===== config.mk =====
export PLATFORM = sky130hd
export DESIGN_NAME = escaped_frame_deframer
export DESIGN_NICKNAME = d
export VERILOG_FILES = /design/src/rtl/efd_pkg.sv /design/src/rtl/efd_parse_step.sv /design/src/rtl/efd_out_queue.sv /design/src/rtl/escaped_frame_deframer.sv
export SDC_FILE = /design/constraint.sdc
export NUM_CORES = 1
export LEC_CHECK = 0
export BUFFER_PORTS_ARGS = -buffer_cell sky130_fd_sc_hd__buf_2
export CAP_MARGIN = 40
export CORE_MARGIN = 2
export CORE_UTILIZATION = 60
export CTS_CLUSTER_DIAMETER = 50
export CTS_CLUSTER_SIZE = 30
export DETAILED_ROUTE_END_ITERATION = 12
export PLACE_DENSITY = 0.9
export SLEW_MARGIN = 20
export SYNTH_ARGS = -nofsm -noshare
export SYNTH_HDL_FRONTEND = slang
export SYNTH_HIERARCHICAL = 1
export SYNTH_SLANG_ARGS = --single-unit
export TNS_END_PERCENT = 10

===== constraint.sdc =====
create_clock -name clk -period 10.51 [get_ports clk]
set_input_delay 2.102 -clock clk [delete_from_list [all_inputs] [get_ports clk]]
set_output_delay 2.102 -clock clk [all_outputs]
set_load 0.02 [all_outputs]

===== src/rtl/efd_pkg.sv =====
// Shared types and constants for the escaped frame deframer.
`timescale 1ns / 1ps
`default_nettype none

package efd_pkg;

	// Start sequence and escape byte of the line format.
	localparam logic [7:0] START_B0 = 8'hA4;
	localparam logic [7:0] START_B1 = 8'h03;
	localparam logic [7:0] START_B2 = 8'h00;
	localparam logic [7:0] ESC_BYTE = 8'h1B;

	// Result kinds.
	localparam logic KIND_PAYLOAD   = 1'b0;
	localparam logic KIND_FRAME_END = 1'b1;

	// Parser phases.
	typedef enum logic [3:0] {
		PH_HUNT0   = 4'd0,
		PH_HUNT1   = 4'd1,
		PH_HUNT2   = 4'd2,
		PH_SEQ     = 4'd3,
		PH_TYPE    = 4'd4,
		PH_LEN     = 4'd5,
		PH_PAYLOAD = 4'd6,
		PH_CHK     = 4'd7
	} phase_t;

	// Parser state carried from one unescaped byte to the next.
	typedef struct packed {
		phase_t     phase;
		logic [7:0] running_sum;
		logic [7:0] hdr_seq;
		logic [7:0] hdr_type;
		logic [7:0] hdr_length;
		logic [7:0] payload_count;
	} pstate_t;

	// One result beat.
	typedef struct packed {
		logic       out_kind;
		logic [7:0] payload_byte;
		logic [7:0] byte_index;
		logic [7:0] frame_seq;
		logic [7:0] frame_type;
		logic [7:0] frame_length;
		logic       checksum_ok;
		logic       run_last;
	} res_t;

endpackage

`default_nettype wire


===== src/rtl/efd_parse_step.sv =====
// Frame parser update for one unescaped byte.
`timescale 1ns / 1ps
`default_nettype none

module efd_parse_step
	import efd_pkg::*;
(
	input  wire logic       en,
	input  wire logic [7:0] b,
	input  wire pstate_t    st,
	output pstate_t         st_next,
	output logic            res_valid,
	output res_t            res
);

	logic [7:0] sum_add;
	logic [7:0] count_inc;

	assign sum_add   = st.running_sum + b;
	assign count_inc = st.payload_count + 8'd1;

	// Next state and result for this byte.
	always_comb begin
		st_next            = st;
		res_valid          = 1'b0;
		res.out_kind       = KIND_PAYLOAD;
		res.payload_byte   = 8'd0;
		res.byte_index     = 8'd0;
		res.frame_seq      = st.hdr_seq;
		res.frame_type     = st.hdr_type;
		res.frame_length   = st.hdr_length;
		res.checksum_ok    = 1'b0;
		res.run_last       = 1'b0;
		if (en) begin
			unique case (st.phase)
				PH_HUNT1: begin
					if (b == START_B1) begin
						st_next.running_sum = sum_add;
						st_next.phase       = PH_HUNT2;
					end else if (b == START_B0) begin
						st_next.phase       = PH_HUNT1;
						st_next.running_sum = START_B0;
					end else begin
						st_next.phase       = PH_HUNT0;
						st_next.running_sum = 8'd0;
					end
				end
				PH_HUNT2: begin
					if (b == START_B2) begin
						st_next.running_sum = sum_add;
						st_next.phase       = PH_SEQ;
					end else if (b == START_B0) begin
						st_next.phase       = PH_HUNT1;
						st_next.running_sum = START_B0;
					end else begin
						st_next.phase       = PH_HUNT0;
						st_next.running_sum = 8'd0;
					end
				end
				PH_SEQ: begin
					st_next.hdr_seq     = b;
					st_next.running_sum = sum_add;
					st_next.phase       = PH_TYPE;
				end
				PH_TYPE: begin
					st_next.hdr_type    = b;
					st_next.running_sum = sum_add;
					st_next.phase       = PH_LEN;
				end
				PH_LEN: begin
					st_next.hdr_length    = b;
					st_next.running_sum   = sum_add;
					st_next.payload_count = 8'd0;
					st_next.phase         = (b == 8'd0) ? PH_CHK : PH_PAYLOAD;
				end
				PH_PAYLOAD: begin
					st_next.running_sum   = sum_add;
					st_next.payload_count = count_inc;
					if (count_inc == st.hdr_length) begin
						st_next.phase = PH_CHK;
					end
					res_valid        = 1'b1;
					res.payload_byte = b;
					res.byte_index   = st.payload_count;
				end
				PH_CHK: begin
					// The checksum byte brings the total to zero mod 256.
					res_valid           = 1'b1;
					res.out_kind        = KIND_FRAME_END;
					res.checksum_ok     = ((b + st.running_sum) == 8'd0);
					st_next.phase       = PH_HUNT0;
					st_next.running_sum = 8'd0;
				end
				default: begin
					// Hunting for the first start byte.
					if (b == START_B0) begin
						st_next.phase       = PH_HUNT1;
						st_next.running_sum = START_B0;
					end else begin
						st_next.phase       = PH_HUNT0;
						st_next.running_sum = 8'd0;
					end
				end
			endcase
		end
	end

endmodule

`default_nettype wire


===== src/rtl/efd_out_queue.sv =====
// Two-entry result register that takes up to two results per cycle.
`timescale 1ns / 1ps
`default_nettype none

module efd_out_queue
	import efd_pkg::*;
(
	input  wire logic       clk,
	input  wire logic       arst_n,
	input  wire logic [1:0] push_n,
	input  wire res_t       push0,
	input  wire res_t       push1,
	output logic [1:0]      space,
	output logic            out_valid,
	input  wire logic       out_ready,
	output res_t            out_res
);

	res_t       h0_q;
	res_t       h1_q;
	logic [1:0] cnt_q;
	logic       pop;
	logic [1:0] keep;

	assign out_valid = (cnt_q != 2'd0);
	assign out_res   = h0_q;
	assign pop       = out_valid && out_ready;
	assign keep      = cnt_q - {1'b0, pop};
	assign space     = 2'd2 - keep;

	// Occupancy count.
	always_ff @(posedge clk or negedge arst_n) begin
		if (!arst_n) begin
			cnt_q <= 2'd0;
		end else begin
			cnt_q <= keep + push_n;
		end
	end

	// Entries shift forward on a pop, and new results fill behind the kept ones.
	always_ff @(posedge clk) begin
		case (keep)
			2'd0: begin
				h0_q <= push0;
				h1_q <= push1;
			end
			2'd1: begin
				h0_q <= pop ? h1_q : h0_q;
				h1_q <= push0;
			end
			default: begin
				h0_q <= h0_q;
				h1_q <= h1_q;
			end
		endcase
	end

endmodule

`default_nettype wire


===== src/rtl/escaped_frame_deframer.sv =====
// Top level of the escaped frame deframer.
//
//   Channel   Dir  tdata                                   tuser      tlast
//   s_axis    in   [7:0] rx_byte                           -          -
//   m_axis    out  payload, index, seq, type, length, ok   out_kind   run_last
//
// A received byte is registered, then unescaped and parsed combinationally, and its
// results land in a two-entry output register. One byte is taken per cycle while
// the output register has room and each byte yields at most one result; a byte that
// releases a held escape byte can yield two results, which take two output beats.
// The input register waits while the output register lacks room for its results.
// Reset clears the parser to hunting for the first start byte with no escape held.
`timescale 1ns / 1ps
`default_nettype none

module escaped_frame_deframer
	import efd_pkg::*;
(
	input  wire logic        clk,
	input  wire logic        arst_n,
	input  wire logic        s_axis_tvalid,
	output logic             s_axis_tready,
	input  wire logic [7:0]  s_axis_tdata,  // [7:0] rx_byte
	output logic             m_axis_tvalid,
	input  wire logic        m_axis_tready,
	// [7:0] payload_byte, [15:8] byte_index, [23:16] frame_seq,
	// [31:24] frame_type, [39:32] frame_length, [40] checksum_ok, [47:41] zero
	output logic [47:0]      m_axis_tdata,
	output logic             m_axis_tuser,  // [0] out_kind
	output logic             m_axis_tlast
);

	logic       valid_s1;
	logic [7:0] byte_s1;
	logic       esc_q;
	pstate_t    pst_q;

	pstate_t    pst_mid;
	pstate_t    pst_end;
	logic       v0;
	logic       v1;
	res_t       r0;
	res_t       r1;
	res_t       push0;
	res_t       push1;
	logic [1:0] nres;
	logic [1:0] push_n;
	logic [1:0] space;
	logic       fire;
	logic       en1;
	res_t       out_res;

	// A held escape byte goes to the parser first, then the new byte unless it is
	// itself an escape byte.
	assign en1 = (byte_s1 != ESC_BYTE);

	efd_parse_step u_step0 (
		.en        (esc_q),
		.b         (ESC_BYTE),
		.st        (pst_q),
		.st_next   (pst_mid),
		.res_valid (v0),
		.res       (r0)
	);

	efd_parse_step u_step1 (
		.en        (en1),
		.b         (byte_s1),
		.st        (pst_mid),
		.st_next   (pst_end),
		.res_valid (v1),
		.res       (r1)
	);

	// Pack the results in order and mark the last one of this byte.
	assign nres = {1'b0, v0} + {1'b0, v1};
	always_comb begin
		push0          = v0 ? r0 : r1;
		push0.run_last = !(v0 && v1);
		push1          = r1;
		push1.run_last = 1'b1;
	end

	assign fire          = valid_s1 && (nres <= space);
	assign push_n        = fire ? nres : 2'd0;
	assign s_axis_tready = !valid_s1 || fire;

	// Input register.
	always_ff @(posedge clk or negedge arst_n) begin
		if (!arst_n) begin
			valid_s1 <= 1'b0;
		end else if (s_axis_tready) begin
			valid_s1 <= s_axis_tvalid;
		end
	end

	always_ff @(posedge clk) begin
		if (s_axis_tready && s_axis_tvalid) begin
			byte_s1 <= s_axis_tdata;
		end
	end

	// Escape and parser state advance when the registered byte is processed.
	always_ff @(posedge clk or negedge arst_n) begin
		if (!arst_n) begin
			esc_q               <= 1'b0;
			pst_q.phase         <= PH_HUNT0;
			pst_q.running_sum   <= 8'd0;
			pst_q.hdr_seq       <= 8'd0;
			pst_q.hdr_type      <= 8'd0;
			pst_q.hdr_length    <= 8'd0;
			pst_q.payload_count <= 8'd0;
		end else if (fire) begin
			esc_q <= (byte_s1 == ESC_BYTE) && !esc_q;
			pst_q <= pst_end;
		end
	end

	efd_out_queue u_queue (
		.clk       (clk),
		.arst_n    (arst_n),
		.push_n    (push_n),
		.push0     (push0),
		.push1     (push1),
		.space     (space),
		.out_valid (m_axis_tvalid),
		.out_ready (m_axis_tready),
		.out_res   (out_res)
	);

	// Output beat packing.
	assign m_axis_tdata = {7'd0, out_res.checksum_ok, out_res.frame_length,
		out_res.frame_type, out_res.frame_seq, out_res.byte_index, out_res.payload_byte};
	assign m_axis_tuser = out_res.out_kind;
	assign m_axis_tlast = out_res.run_last;

endmodule

`default_nettype wire


==> results of run 1 <==
[flip-flops by register name, summed over array words and instances (netlist names)]
register	cells
byte_s1	8
esc_q	1
pst_q	44
u_queue/cnt_q	2
u_queue/h1_q	43
u_queue/out_res	43
valid_s1	1
[metrics by stage]
stage	std cells	hold slack [ns]	setup slack, ns	utilization (%)	power [W]
after floorplan	984	0.476	4.44	-	0.00187
after global placement	1171	0.482	4.25	62.2	0.00205
after detailed placement	1176	0.500	4.20	62.6	0.00213
after CTS	1208	0.512	4.00	66.0	0.00272
after global routing	1208	0.538	3.64	66.0	0.00284
final	1208	0.509	3.90	66.0	0.00271
[metal layers]
metal / GRT usage [%] / share of wire [%] / vias to the layer above / wire length [um]
met5: 0 / 0.047 / - / 11
li1: - / - / 3450 / -
met1: 32.6 / 41 / 3608 / 9550
met2: 42.4 / 48 / 352 / 11400
met4: 14.4 / 5.0 / 2 / 1180
met3: 5.44 / 6.2 / 99 / 1460
[worst max-delay path: stages, from the launching register on]
cell,delay (ns)
dfrtp_1,0.80
inv_1,0.57
nor2_1,0.33
o21ai_0,0.12
a21o_1,0.36
and3b_1,0.25
nand2_1,0.22
inv_2,0.22
ha_1,0.27
ha_1,0.33
nor2b_4,0.15
o211ai_1,0.24
buf_2,0.22
[placed cells by master (no fill, tap or decap), drive strengths merged, types with 10 or more instances in the layout]
cell type and instances:
conb 58, dfrtp 48, nand2 26, nor2b 11, clkbuf 19, inv 35
buf 73, xor2 13, o22ai 10, nand3 12, a31oi 10, and3 40
o21ai 47, edfxtp 94, xnor2 21, nor2 39, nor3 26, mux2 220
a21oi 35, ha 22
[power by group through the flow]
stage / clock network [W] / registers [W] / logic, W
floorplan: 0 / 0.00110 / 0.000772
global placement: 0 / 0.000984 / 0.00107
detailed placement: 0 / 0.000991 / 0.00114
CTS: 0.000604 / 0.000982 / 0.00114
global route: 0.000626 / 0.00100 / 0.00121
finish: 0.000597 / 0.000981 / 0.00113
[worst max path at each step]
stage / startpoint / cells after the start / end / slack, ns
3_5_place_dp: m_axis_tready / 11 / s_axis_tready / 4.20
6_report: pst_q[40]$_DFFE_PN0P_ / 12 / s_axis_tready / 3.90
5_1_grt: pst_q[40]$_DFFE_PN0P_ / 12 / s_axis_tready / 3.64
4_1_cts: pst_q[40]$_DFFE_PN0P_ / 12 / s_axis_tready / 4.00
3_3_place_gp: m_axis_tready / 11 / s_axis_tready / 4.25
2_1_floorplan: m_axis_tready / 9 / s_axis_tready / 4.44
[layout make-up]
type	count	area share [%]
Clock buffer	19	3.89
Sequential cell	142	35.4
Inverter	33	1.09
Multi-Input combinational cell	703	52.1
Tap cell	225	2.48
Timing Repair Buffer	73	3.81
Clock inverter	13	1.22
==> results.py, run 1 <==
metrics = {
    "placed_design": {
        "gp_congestion": 0.911,
        "place_area_um2": 10800,
        "hpwl_um": 15400,
        "io_buffers": 56,
    },
    "drt": {
        "drt_pre_antenna_iters": 6,
        "routed_via_density": 6.22,
        "totalWireLength_um": 23600,
        "num_vias": 7511,
        "drc_errors": 0,
        "drt_iter0_drc": 787,
        "route.antenna.remaining_nets": 0,
        "wl_per_cell_um": 19.5,
    },
    "sta": {
        "clock-skew-final_ns": 0.00751,
        "worstMarginPinSlew_ns": 0.824,
        "fin_setup_tns_ns": 0,
        "rsz0062_at_grt": "no",
        "slew_viol_final": 0,
        "finalHoldViolations": 0,
        "final.period_utilization_pct": 62.9,
        "finalSetupViolCount": 0,
        "finalCriticalPeriod_ns": 6.61,
        "maxSlewHeadroom_pct": 45.1,
        "fmax_ghz": 0.151,
    },
    "clocking": {
        "postCtsHoldBufs": 0,
        "cts.sinks": 142,
        "htreeDepth": 4,
        "cts_tree": "built",
        "cts_resized": 0,
        "root_buffer": "clkbuf_16",
        "numCtsBuffers": 17,
        "clk_path_buf_depth": 2,
        "clock_latency_ns": 0.44,
        "path_clk_slew_ns": 0.06,
        "cts_setup_buffers": 0,
    },
    "worst_hold_path": {
        "min_from": "pst_q[18]$_DFFE_PN0P_",
        "hp-class": "flip-flop to flip-flop",
        "min_to": "pst_q[18]$_DFFE_PN0P_",
        "holdPathStages": 1,
    },
    "power_and_ir_drop": {
        "ir_drop_v": 0.000310,
        "p_int_w": 0.00169,
        "seq_power_share_pct": 36.2,
        "clock_power_share_pct": 22.0,
        "p_comb_share_pct": 41.8,
        "p_sw_w": 0.00102,
        "p_leak_nw": 4.93,
        "power.density_cell_area_nw_per_um2": 238,
        "netSwitchingFraction_pct": 37.8,
    },
    "yosys": {
        "synth.cell_area_um2": 10600,
        "synth_cells": 928,
        "synth_warnings": 6,
        "synth_area_per_cell_um2": 11.4,
    },
    "worst_setup_path": {
        "ff2ff_path_depth": 16,
        "r2r_end": "u_queue/cnt_q[1]$_DFF_PN0_",
        "arrival_ns": 4.51,
        "crit_fanout": 24,
        "r2r_start": "pst_q[40]$_DFFE_PN0P_",
        "cp-start-kind": "flip-flop",
        "cp-end-kind": "output port",
        "path_class": "flip-flop to output port",
        "worstPathRequired_ns": 8.41,
        "r2r_setup_slack_ns": 5.27,
    },
    "global_routing": {
        "grt_overflow": 0,
        "antenna_found_initial": 1,
        "grt_pass1_wl_um": 37500,
        "grt_usage_pct": 26.1,
        "first_global_vias": 7293,
        "grt_max_degree": 61,
    },
    "floorplan": {
        "die_height_um": 137,
        "pin_count": 64,
        "rows": 48,
        "die_w_um": 137,
        "core_um2": 17200,
        "start_util_pct": 61.3,
        "dieArea_um2": 18700,
    },
    "outcome": {
        "status": "finished clean",
    },
    "final_layout": {
        "fillers": 1193,
        "final_area_um2": 11400,
        "diodes": 0,
        "syn_to_final_growth_pct": 7.66,
        "multi_input_area_um2": 5930,
        "regArea_um2": 4020,
        "final_net_count": 1006,
        "layout-drive-gt1-share_pct": 35.4,
    },
    "run": {
        "cap_violations": 0,
    },
}
(Power assumes the default switching activity.)
==> run 2: changes to the inputs <==
--- a/config.mk
+++ b/config.mk
@@ -8,11 +8,11 @@
 export BUFFER_PORTS_ARGS = -buffer_cell sky130_fd_sc_hd__buf_2
 export CAP_MARGIN = 40
 export CORE_MARGIN = 2
-export CORE_UTILIZATION = 60
+export CORE_UTILIZATION = 56
 export CTS_CLUSTER_DIAMETER = 50
 export CTS_CLUSTER_SIZE = 30
 export DETAILED_ROUTE_END_ITERATION = 12
-export PLACE_DENSITY = 0.9
+export PLACE_DENSITY = 0.88
 export SLEW_MARGIN = 20
 export SYNTH_ARGS = -nofsm -noshare
 export SYNTH_HDL_FRONTEND = slang
==> constraint.sdc (replaced) <==
create_clock -name clk -period 5.79 [get_ports clk]
set_input_delay 1.158 -clock clk [delete_from_list [all_inputs] [get_ports clk]]
set_output_delay 1.158 -clock clk [all_outputs]
set_load 0.02 [all_outputs]
==> run 2 against run 1 <==
  * Core utilization down 4.4 points
  * Hold slack gained 0.0043 ns
  * Sequential power is 82% higher
  * Power up 86%
  * Sequential cell count did not move
  * First-iteration DRC count is 11% lower
  * Setup slack lost 3.5 ns
  * Sequential share of layout area decreased by 0.20 points
  * Critical path type unchanged
  * Critical endpoint unchanged
  * Largest cell class unchanged
==> results.py, run 2 (synthesis results as in run 1) <==
metrics = {
    "placed_design": {
        "gp_congestion": 0.961,
        "pre_cts_ws_ns": 0.929,
        "io_buffers": 56,
        "hpwl_um": 16200,
    },
    "drt": {
        "route.met3.wl_um": 1380,
        "drt_iter0_drc": 701,
        "routed.top_layer": "met4",
        "routed_via_density": 6.15,
        "drc_errors": 0,
        "met2WireLength_um": 11800,
        "num_vias": 7498,
        "wl_met1_um": 10200,
        "wl_per_cell_um": 19.7,
        "drt_pre_antenna_iters": 5,
        "totalWireLength_um": 24100,
        "route.antenna.remaining_nets": 0,
    },
    "floorplan": {
        "rows": 50,
        "start_util_pct": 56.8,
        "pin_count": 64,
        "core_um2": 18600,
        "dieArea_um2": 20000,
        "die_height_um": 141,
        "die_w_um": 141,
    },
    "global_routing": {
        "antenna_found_initial": 0,
        "grt_overflow": 0,
        "grt_max_degree": 49,
        "grt_pass1_wl_um": 38200,
        "grt_usage_pct": 24.5,
        "first_global_vias": 7217,
    },
    "sta": {
        "rsz0062_at_grt": "no",
        "clock-skew-final_ns": 0.00708,
        "worstMarginPinSlew_ns": 0.769,
        "setup_slack_ns": 0.380,
        "slew_viol_final": 0,
        "finalSetupViolCount": 0,
        "finalHoldViolations": 0,
        "final.period_utilization_pct": 93.4,
        "maxSlewHeadroom_pct": 48.6,
        "fmax_ghz": 0.185,
        "finalCriticalPeriod_ns": 5.41,
        "fin_setup_tns_ns": 0,
    },
    "worst_setup_path": {
        "cp-start-kind": "flip-flop",
        "r2r_start": "pst_q[40]$_DFFE_PN0P_",
        "r2r_setup_slack_ns": 0.95,
        "worstPathRequired_ns": 4.63,
        "r2r_end": "pst_q[21]$_DFFE_PN0P_",
        "cp-end-kind": "output port",
        "path_class": "flip-flop to output port",
        "arrival_ns": 4.25,
        "ff2ff_path_depth": 12,
        "crit_fanout": 22,
    },
    "clocking": {
        "path_clk_slew_ns": 0.06,
        "htreeDepth": 4,
        "clk_path_buf_depth": 2,
        "postCtsHoldBufs": 0,
        "cts_tree": "built",
        "clock_latency_ns": 0.44,
        "cts_setup_buffers": 0,
        "numCtsBuffers": 17,
        "cts.sinks": 142,
        "cts_resized": 0,
        "root_buffer": "clkbuf_16",
    },
    "power_and_ir_drop": {
        "power.density_cell_area_nw_per_um2": 440,
        "ir_drop_v": 0.000242,
        "power_w": 0.00504,
        "p_leak_nw": 4.95,
    },
    "final_layout": {
        "fillers": 1404,
        "syn_to_final_growth_pct": 8.28,
        "largest_reg_flops": 44,
        "diodes": 0,
        "mostFrequentLayoutCell": "mux2_2",
        "mostFrequentLayoutCells": "137 x mux2_2, 94 x edfxtp_1, 76 x mux2_4, 58 x conb_1, 57 x buf_2",
        "final_net_count": 1008,
        "layout-drive-gt1-share_pct": 35.0,
        "regMostFlops": "pst_q",
    },
    "worst_hold_path": {
        "holdPathStages": 1,
        "hp-class": "flip-flop to flip-flop",
        "min_to": "pst_q[18]$_DFFE_PN0P_",
        "min_from": "pst_q[18]$_DFFE_PN0P_",
    },
    "run": {
        "cap_violations": 0,
    },
    "outcome": {
        "status": "finished clean",
    },
}
[run 2: cell types whose count changed in the layout (fill, tap and decap cells not counted)]
cell        change
o21ai_1         +1
clkinvlp_4      -1
o21ai_0         -1
clkinv_1        +3
clkbuf_1        +2
clkinv_2        -4
bufinv_16       +2
buf_4           +4
clkinv_4        -1
inv_6           -1
buf_2           -2
[run 2: power breakdown]
group | switching (W) | internal, W
combinational | 0.00131 | 0.000774
clock | 0.000431 | 0.000730
sequential | 0.000144 | 0.00165
total | 0.00188 | 0.00315
[run 2: area by class of cell]
class / instances / area [um^2] / area share [%]
clock inverters: 11 / 165 / 1.44
repair buffers: 75 / 453 / 3.96
inverters: 33 / 124 / 1.08
clock buffers: 21 / 450 / 3.94
flip-flops and latches: 142 / 4020 / 35.2
multi-input cells: 703 / 5930 / 51.8
well taps: 234 / 293 / 2.56
[run 2: metal layers]
layer	GRT usage, %	vias to the layer above
met5	0	-
met4	10.0	0
met3	4.99	64
met2	40.3	326
li1	-	3447
met1	31.7	3661
[run 2: critical path: stages, from the launching register on]
cell and delay (ns):
dfrtp_1 0.75, nand2_1 0.23, nor3_4 0.51, a21o_1 0.40, and3b_1 0.24, nand2_1 0.18
inv_2 0.33, ha_1 0.26, ha_1 0.27, nor2b_4 0.15, o211ai_1 0.26, buf_2 0.23
[run 2: stage by stage]
step / util, % / hold WS [ns] / std cells / cell area (um^2)
2_1_floorplan: - / 0.476 / 984 / 10800
3_3_place_gp: 58.0 / 0.484 / 1184 / 10800
3_5_place_dp: 58.2 / 0.492 / 1187 / 10800
4_1_cts: 61.6 / 0.514 / 1219 / 11400
5_1_grt: 61.6 / 0.551 / 1219 / 11400
6_report: 61.6 / 0.514 / 1219 / 11400
[run 2: how the worst max path moves through the flow]
stage	slack [ns]	cells past startpoint	from	end
6_report	0.38	11	pst_q[40]$_DFFE_PN0P_	s_axis_tready
5_1_grt	0.13	11	pst_q[40]$_DFFE_PN0P_	s_axis_tready
3_3_place_gp	1.07	11	pst_q[40]$_DFFE_PN0P_	s_axis_tready
4_1_cts	0.47	11	pst_q[40]$_DFFE_PN0P_	s_axis_tready
2_1_floorplan	1.17	7	m_axis_tready	u_queue/out_res[0]$_DFFE_PP_
3_5_place_dp	0.93	11	pst_q[40]$_DFFE_PN0P_	s_axis_tready
